==> src/design/emi17_pkg.sv <==
// emi17_pkg: types, constants and microcode rom for the mod 2^17-1 inverse
// no dependencies; used by every other file of the block
package emi17_pkg;

  localparam int unsigned DATA_W = 17;
  localparam logic [DATA_W-1:0] MODULUS = 17'h1FFFF;

  localparam int unsigned ROM_DEPTH = 4;
  localparam int unsigned PC_W = $clog2(ROM_DEPTH);

  typedef logic [DATA_W-1:0] data_t;
  typedef logic [PC_W-1:0] pc_t;

  typedef enum logic [1:0] {
    OP_IDLE   = 2'd0,
    OP_REDUCE = 2'd1,
    OP_EMIT   = 2'd2,
    OP_NOP    = 2'd3
  } op_e;

  typedef enum logic [1:0] {
    COND_IN_TAKEN = 2'd0,
    COND_A_ZERO   = 2'd1,
    COND_OUT_FREE = 2'd2,
    COND_ALWAYS   = 2'd3
  } cond_e;

  typedef struct packed {
    op_e   op;
    cond_e cond;
    pc_t   jmp_true;
    pc_t   jmp_false;
  } ucode_t;

  // step addresses
  localparam pc_t PC_WAIT   = 2'd0;
  localparam pc_t PC_REDUCE = 2'd1;
  localparam pc_t PC_EMIT   = 2'd2;
  localparam pc_t PC_SPARE  = 2'd3;

  typedef struct packed {
    op_e op;
  } ctrl_t;

  typedef struct packed {
    logic in_taken;
    logic a_zero;
    logic out_free;
  } status_t;

  function automatic ucode_t rom_word(pc_t pc);
    ucode_t w;
    unique case (pc)
      PC_WAIT:   w = '{op: OP_IDLE,   cond: COND_IN_TAKEN, jmp_true: PC_REDUCE,
                       jmp_false: PC_WAIT};
      PC_REDUCE: w = '{op: OP_REDUCE, cond: COND_A_ZERO,   jmp_true: PC_EMIT,
                       jmp_false: PC_REDUCE};
      PC_EMIT:   w = '{op: OP_EMIT,   cond: COND_OUT_FREE, jmp_true: PC_WAIT,
                       jmp_false: PC_EMIT};
      PC_SPARE:  w = '{op: OP_NOP,    cond: COND_ALWAYS,   jmp_true: PC_WAIT,
                       jmp_false: PC_WAIT};
    endcase
    return w;
  endfunction

endpackage

==> src/design/emi17_if.sv <==
// emi17 channel interfaces: input item and result item, valid/ready
// depends on emi17_pkg
interface emi17_in_if;
  logic                 valid;
  logic                 ready;
  emi17_pkg::data_t     value;

  modport source (output valid, output value, input ready);
  modport sink (input valid, input value, output ready);
endinterface

interface emi17_out_if;
  logic                 valid;
  logic                 ready;
  emi17_pkg::data_t     inverse;
  logic                 no_inverse;

  modport source (output valid, output inverse, output no_inverse, input ready);
  modport sink (input valid, input inverse, input no_inverse, output ready);
endinterface

==> src/design/emi17_seq.sv <==
// emi17_seq: step counter and microcode rom with conditional jumps
// depends on emi17_pkg
module emi17_seq (
  input  logic                clk_i,
  input  logic                rst_ni,
  input  emi17_pkg::status_t  status_i,
  output emi17_pkg::ctrl_t    ctrl_o
);

  emi17_pkg::pc_t    pc_q, pc_d;
  emi17_pkg::ucode_t word;
  logic              cond_hit;

  assign word = emi17_pkg::rom_word(pc_q);

  always_comb begin
    unique case (word.cond)
      emi17_pkg::COND_IN_TAKEN: cond_hit = status_i.in_taken;
      emi17_pkg::COND_A_ZERO:   cond_hit = status_i.a_zero;
      emi17_pkg::COND_OUT_FREE: cond_hit = status_i.out_free;
      default:                  cond_hit = 1'b1;
    endcase
  end

  assign pc_d      = cond_hit ? word.jmp_true : word.jmp_false;
  assign ctrl_o.op = word.op;

  always_ff @(posedge clk_i or negedge rst_ni) begin
    if (!rst_ni) begin
      pc_q <= emi17_pkg::PC_WAIT;
    end else begin
      pc_q <= pc_d;
    end
  end

endmodule

==> src/design/emi17_dp.sv <==
// emi17_dp: binary extended euclid datapath with halving and subtraction mod p
// depends on emi17_pkg and emi17_if
module emi17_dp (
  input  logic                 clk_i,
  input  logic                 rst_ni,
  input  emi17_pkg::ctrl_t     ctrl_i,
  output emi17_pkg::status_t   status_o,
  emi17_in_if.sink             in_i,
  emi17_out_if.source          out_o
);

  emi17_pkg::data_t a_q, b_q, u_q, v_q;
  logic             err_q;
  emi17_pkg::data_t res_q;
  logic             res_err_q;
  logic             res_valid_q;

  logic             in_taken;
  logic             out_free;
  logic             a_lt_b;
  emi17_pkg::data_t a_diff;
  emi17_pkg::data_t u_half;
  emi17_pkg::data_t u_sub, u_sub_fix;
  logic [emi17_pkg::DATA_W:0] u_plus_p;
  logic [emi17_pkg::DATA_W:0] sub_raw;

  assign in_i.ready = (ctrl_i.op == emi17_pkg::OP_IDLE);
  assign in_taken   = in_i.valid && in_i.ready;
  assign out_free   = !res_valid_q || out_o.ready;

  assign status_o.in_taken = in_taken;
  assign status_o.a_zero   = (a_q == '0);
  assign status_o.out_free = out_free;

  // halving mod p: odd values get p added first
  assign u_plus_p = {1'b0, u_q} + {1'b0, emi17_pkg::MODULUS};
  assign u_half   = u_q[0] ? u_plus_p[emi17_pkg::DATA_W:1] : (u_q >> 1);

  // odd a: subtract the smaller from the larger, coefficients follow mod p
  assign a_lt_b  = (a_q < b_q);
  assign a_diff  = a_lt_b ? (b_q - a_q) : (a_q - b_q);
  assign sub_raw = a_lt_b ? ({1'b0, v_q} - {1'b0, u_q}) : ({1'b0, u_q} - {1'b0, v_q});
  assign u_sub   = sub_raw[emi17_pkg::DATA_W-1:0];
  assign u_sub_fix = sub_raw[emi17_pkg::DATA_W] ? (u_sub + emi17_pkg::MODULUS) : u_sub;

  always_ff @(posedge clk_i) begin
    case (ctrl_i.op)
      emi17_pkg::OP_IDLE: begin
        if (in_taken) begin
          a_q   <= in_i.value;
          b_q   <= emi17_pkg::MODULUS;
          u_q   <= emi17_pkg::data_t'(1);
          v_q   <= '0;
          err_q <= (in_i.value == '0) || (in_i.value == emi17_pkg::MODULUS);
        end
      end
      emi17_pkg::OP_REDUCE: begin
        if (!a_q[0]) begin
          a_q <= a_q >> 1;
          u_q <= u_half;
        end else begin
          a_q <= a_diff;
          u_q <= u_sub_fix;
          if (a_lt_b) begin
            b_q <= a_q;
            v_q <= u_q;
          end
        end
      end
      default: begin
      end
    endcase
  end

  always_ff @(posedge clk_i) begin
    if ((ctrl_i.op == emi17_pkg::OP_EMIT) && out_free) begin
      res_q     <= err_q ? '0 : v_q;
      res_err_q <= err_q;
    end
  end

  always_ff @(posedge clk_i or negedge rst_ni) begin
    if (!rst_ni) begin
      res_valid_q <= 1'b0;
    end else if ((ctrl_i.op == emi17_pkg::OP_EMIT) && out_free) begin
      res_valid_q <= 1'b1;
    end else if (out_o.ready) begin
      res_valid_q <= 1'b0;
    end
  end

  assign out_o.valid      = res_valid_q;
  assign out_o.inverse    = res_q;
  assign out_o.no_inverse = res_err_q;

endmodule

==> src/design/euclid_inverse_mersenne17_top.sv <==
// euclid_inverse_mersenne17_top: inverse modulo 2^17-1, microcoded sequencer and datapath
// depends on emi17_pkg, emi17_if, emi17_seq and emi17_dp
//
//   channel  dir  handshake    payload
//   in_i     in   valid/ready  value[16:0]
//   out_o    out  valid/ready  inverse[16:0], no_inverse
//
// one item at a time: the item is taken, then one reduction step per cycle
// (halve or subtract) until the working value is zero, then the result is emitted
// the result register lets the next item enter while a result waits; reset
// clears the step counter and the result valid flag
module euclid_inverse_mersenne17_top (
  input  logic         clk_i,
  input  logic         rst_ni,
  emi17_in_if.sink     in_i,
  emi17_out_if.source  out_o
);

  emi17_pkg::ctrl_t   ctrl;
  emi17_pkg::status_t status;

  emi17_seq u_seq (
    .clk_i    (clk_i),
    .rst_ni   (rst_ni),
    .status_i (status),
    .ctrl_o   (ctrl)
  );

  emi17_dp u_dp (
    .clk_i    (clk_i),
    .rst_ni   (rst_ni),
    .ctrl_i   (ctrl),
    .status_o (status),
    .in_i     (in_i),
    .out_o    (out_o)
  );

endmodule

==> src/flat_wrapper.sv <==
// flat-port wrapper written by rule: the top's interface ports become plain ports
module euclid_inverse_mersenne17_top_flat 
  (clk_i, rst_ni, in_i_valid, in_i_value, in_i_ready, out_o_valid, out_o_inverse, out_o_no_inverse, out_o_ready);
  emi17_in_if in_i_i ();
  emi17_out_if out_o_i ();
  input  logic clk_i;
  input  logic rst_ni;
  input wire logic [$bits(in_i_i.valid)-1:0] in_i_valid;
  input wire logic [$bits(in_i_i.value)-1:0] in_i_value;
  output wire logic [$bits(in_i_i.ready)-1:0] in_i_ready;
  output wire logic [$bits(out_o_i.valid)-1:0] out_o_valid;
  output wire logic [$bits(out_o_i.inverse)-1:0] out_o_inverse;
  output wire logic [$bits(out_o_i.no_inverse)-1:0] out_o_no_inverse;
  input wire logic [$bits(out_o_i.ready)-1:0] out_o_ready;
  assign in_i_i.valid = in_i_valid;
  assign in_i_i.value = in_i_value;
  assign in_i_ready = in_i_i.ready;
  assign out_o_valid = out_o_i.valid;
  assign out_o_inverse = out_o_i.inverse;
  assign out_o_no_inverse = out_o_i.no_inverse;
  assign out_o_i.ready = out_o_ready;
  euclid_inverse_mersenne17_top u_core (.clk_i(clk_i), .rst_ni(rst_ni), .in_i(in_i_i), .out_o(out_o_i));
endmodule
==> config.mk <==
export PLATFORM = sky130hd
export DESIGN_NAME = euclid_inverse_mersenne17_top_flat
export DESIGN_NICKNAME = d
export VERILOG_FILES = /design/src/design/emi17_pkg.sv /design/src/design/emi17_if.sv /design/src/design/emi17_seq.sv /design/src/design/emi17_dp.sv /design/src/design/euclid_inverse_mersenne17_top.sv /design/src/flat_wrapper.sv
export SDC_FILE = /design/constraint.sdc
export NUM_CORES = 1
export LEC_CHECK = 0
export ABC_AREA = 1
export BUFFER_PORTS_ARGS = -buffer_cell sky130_fd_sc_hd__buf_2
export CORE_MARGIN = 5
export CORE_UTILIZATION = 60
export DETAILED_ROUTE_END_ITERATION = 8
export PLACE_DENSITY = 0.84
export SLEW_MARGIN = 20
export SYNTH_ARGS = -nofsm -noshare
export SYNTH_HDL_FRONTEND = slang
export SYNTH_HIERARCHICAL = 1
export SYNTH_SLANG_ARGS = --single-unit
==> constraint.sdc <==
create_clock -name clk_i -period 5.3 [get_ports clk_i]
set_input_delay 0.795 -clock clk_i [delete_from_list [all_inputs] [get_ports clk_i]]
set_output_delay 0.795 -clock clk_i [all_outputs]
set_load 0.02 [all_outputs]
==> qor.yml <==
setup_path:
  cp_num_buf_inv: 3
  slowest_stage: "edfxtp_1"
  critPathMaxStageDelay_ps: 430
  worstPathRequired_ps: 5420
  crit_path_cell_trace: "inv_1 -> ha_1 -> nand2_1 -> nand2_1 -> a21oi_2 -> nand3_2 -> nand2_4 -> nand2_4 -> nand2_1 -> nand2_1 -> inv_1 -> ha_1 -> nand3_1 -> nor2_2 -> nand3_2 -> nor2_2 -> nand2_1 -> nand2_1 -> nand3_1 -> nand2_1 -> inv_1"
  critPathMaxFanout: 32
  r2r_slack_ps: 1810
  critical_path_arrival_ps: 3610
  crit_type: "flop to flop"
  cp-start-kind: "flop"
  critPathTopFamily: "simple AND/OR/NAND/NOR gates"
  crit_top_cell: "nand2_1"
  crit_path_end_kind: "flop"
finish:
  fin_nets: 1267
  utilization_pct: 66.0
  multi_input_area_sq_um: 4670
  antennaDiodeCount: 0
  fin_cells: 1358
  register_area_sq_um: 2660
  drive_gt1_share_pct: 9.90
  fillCellCount: 1163
  layout-area-overhead-vs-synth_pct: 7.15
clocking:
  clockRootBuffer: "clkbuf_16"
  cts_buffer_depth: 2
  cts_buffers: 9
  cts.sinks: 89
  cts_tree: "done"
  clk_pin_slew_ps: 70
  cts_resized: 0
  htreeDepth: 3
  clk_latency_ps: 360
  hold_buffers: 0
  post_cts_buffers: 0
floorplanning:
  die_h_microns: 127
  start_util_pct: 61.6
  fp.dieW_microns: 127
  rows: 42
  io_pins: 41
  core_area_sq_um: 13300
  die_area_sq_um: 16100
route:
  drc: 0
  routedWlPerCell_microns: 16.3
  via_per_inst: 5.68
  first_iter_violations: 727
  vias: 7714
  drtAntennaViolNets: 0
  first_pass_iters: 5
  routed_wl_mm: 22.2
global_route:
  grt_overflow: 0
  grt_max_degree: 34
  grt_first_pass_wirelength_mm: 35.9
  grt_pass1_vias: 7531
  antenna_found_initial: 0
  grt_usage_pct: 27.8
logic_synthesis:
  avgSynthCellArea_sq_um: 7.13
  syn_nets: 1240
  synth_area_leaders: "edfxtp_1, nand2_1, ha_1"
  synth_edf_count: 86
  synthMostInstantiatedCell: "nand2_1"
  synth_cells: 1150
  ys_ff_latch: 89
  ys.flop_type: "edfxtp_1"
  synth_common_cells: "nand2_1, inv_1, nor2_1, edfxtp_1, nand3_1"
  yosys_warnings: 6
  ys_seq_area_share_pct: 32.4
  ys_types: 44
  yosysTopAreaCellShare_pct: 31.5
  synth_area_leader_cell: "edfxtp_1"
  synth_area_sq_um: 8190
  synthArstFlopShare_pct: 3.37
sta:
  slew_headroom_pct: 29.9
  skew_ps: 10.6
  setup_viol: 0
  tightestPinTransition_ps: 1050
  period_minus_slack_ps: 3490
  finalSetupTns_ps: 0
  hold_viol: 0
  worst_slack_ps: 1810
  fmax_ghz: 0.286
  report.final.slew_viol_count: 0
  rsz0062_at_grt: "no"
  min_period_over_period_pct: 65.9
placement:
  post-place-ws_ps: 1910
  dp_hpwl_mm: 17.1
  port_buffers: 40
  place_congestion: 0.997
  placed_cells: 1342
hold_path:
  min_path_type: "input pin to async pin"
status:
  status: "finished, final reports clean"
flow_run:
  cap_violations: 0
[layout by cell type, fill, tap and decap left out, types with 6 or more instances in the layout]
master and count:
nand2_1 314, inv_1 177, nor2_1 106, edfxtp_1 86, nand3_1 77, a21oi_1 75, ha_1 66, o21ai_0 59
buf_2 40, xor2_1 27, nand4_1 22, nand2_2 14, nor2_2 10, clkbuf_16 9, nor3_1 9, buf_4 9
nand2_4 7, xnor2_1 7, a21oi_2 6
[final timing paths]
path	cells past startpoint	startpoint	to
setup / recovery	21	u_core/u_dp/a_q[6]	u_core/u_dp/u_q[14]
hold / removal	1	rst_ni	u_core/u_dp/out_o.valid
setup reg to reg	21	u_core/u_dp/a_q[6]	u_core/u_dp/u_q[14]
hold reg to reg	2	u_core/u_dp/v_q[3]	u_core/u_dp/out_o.inverse[3]
max in group asynchronous	1	rst_ni	u_core/u_seq/pc_q[0]
min in group clk_i	2	u_core/u_dp/v_q[3]	u_core/u_dp/out_o.inverse[3]
[routing by layer]
layer	vias up	GRT usage (%)	part of all wire (%)	wire length [microns]
li1	3773	-	-	-
met1	3557	33.6	40	8920
met2	325	48.7	49	10800
met3	59	3.78	7.2	1600
met4	0	13.8	3.8	840
met5	-	0	0	0
[through the flow]
| step | hold slack [ps] | instance area [sq um] |
|---|---|---|
| 6_report | 215 | 8780 |
| 5_1_grt | 215 | 8780 |
| 4_1_cts | 212 | 8780 |
| 3_5_place_dp | 585 | 8500 |
| 3_3_place_gp | 570 | 8500 |
| 2_1_floorplan | 424 | 8190 |
[worst reg2reg max path, delay by kind of cell (launching register included)]
| family | cells | cell delay [ps] |
|---|---|---|
| flip-flops | 1 | 430 |
| buffers and inverters | 3 | 280 |
| adder cells (fa/ha/maj) | 2 | 470 |
| AND/OR/NAND/NOR | 15 | 1900 |
| AO/OA/AOI/OAI | 1 | 190 |
[registers in the layout (all words and copies together), names as in the netlist]
name,count
u_core/u_dp/a_q,17
u_core/u_dp/err_q,1
u_core/u_seq/pc_q,2
u_core/u_dp/v_q,17
u_core/u_dp/b_q,16
u_core/u_dp/out_o.no_inverse,1
u_core/u_dp/u_q,17
u_core/u_dp/out_o.inverse,17
u_core/u_dp/out_o.valid,1
[kinds of logic after synthesis]
kind of cell	share of synthesized area, %
compound gates	11.3
flops	32.4
xor+xnor	3.63
buf+inv	10.7
simple gates	31.0
fa+ha+maj	10.8
mux	0.122
[cell type report]
type,count,area share [%]
Sequential cell,89,30.3
Inverter,180,7.70
Tap cell,176,2.51
Clock buffer,12,2.92
Clock inverter,4,0.314
Multi-Input combinational cell,848,53.2
Timing Repair Buffer,49,3.05
Power is left out: the tool's default activity adds up to more than one toggle a clock period on the data nets, which glitch-free logic cannot reach.
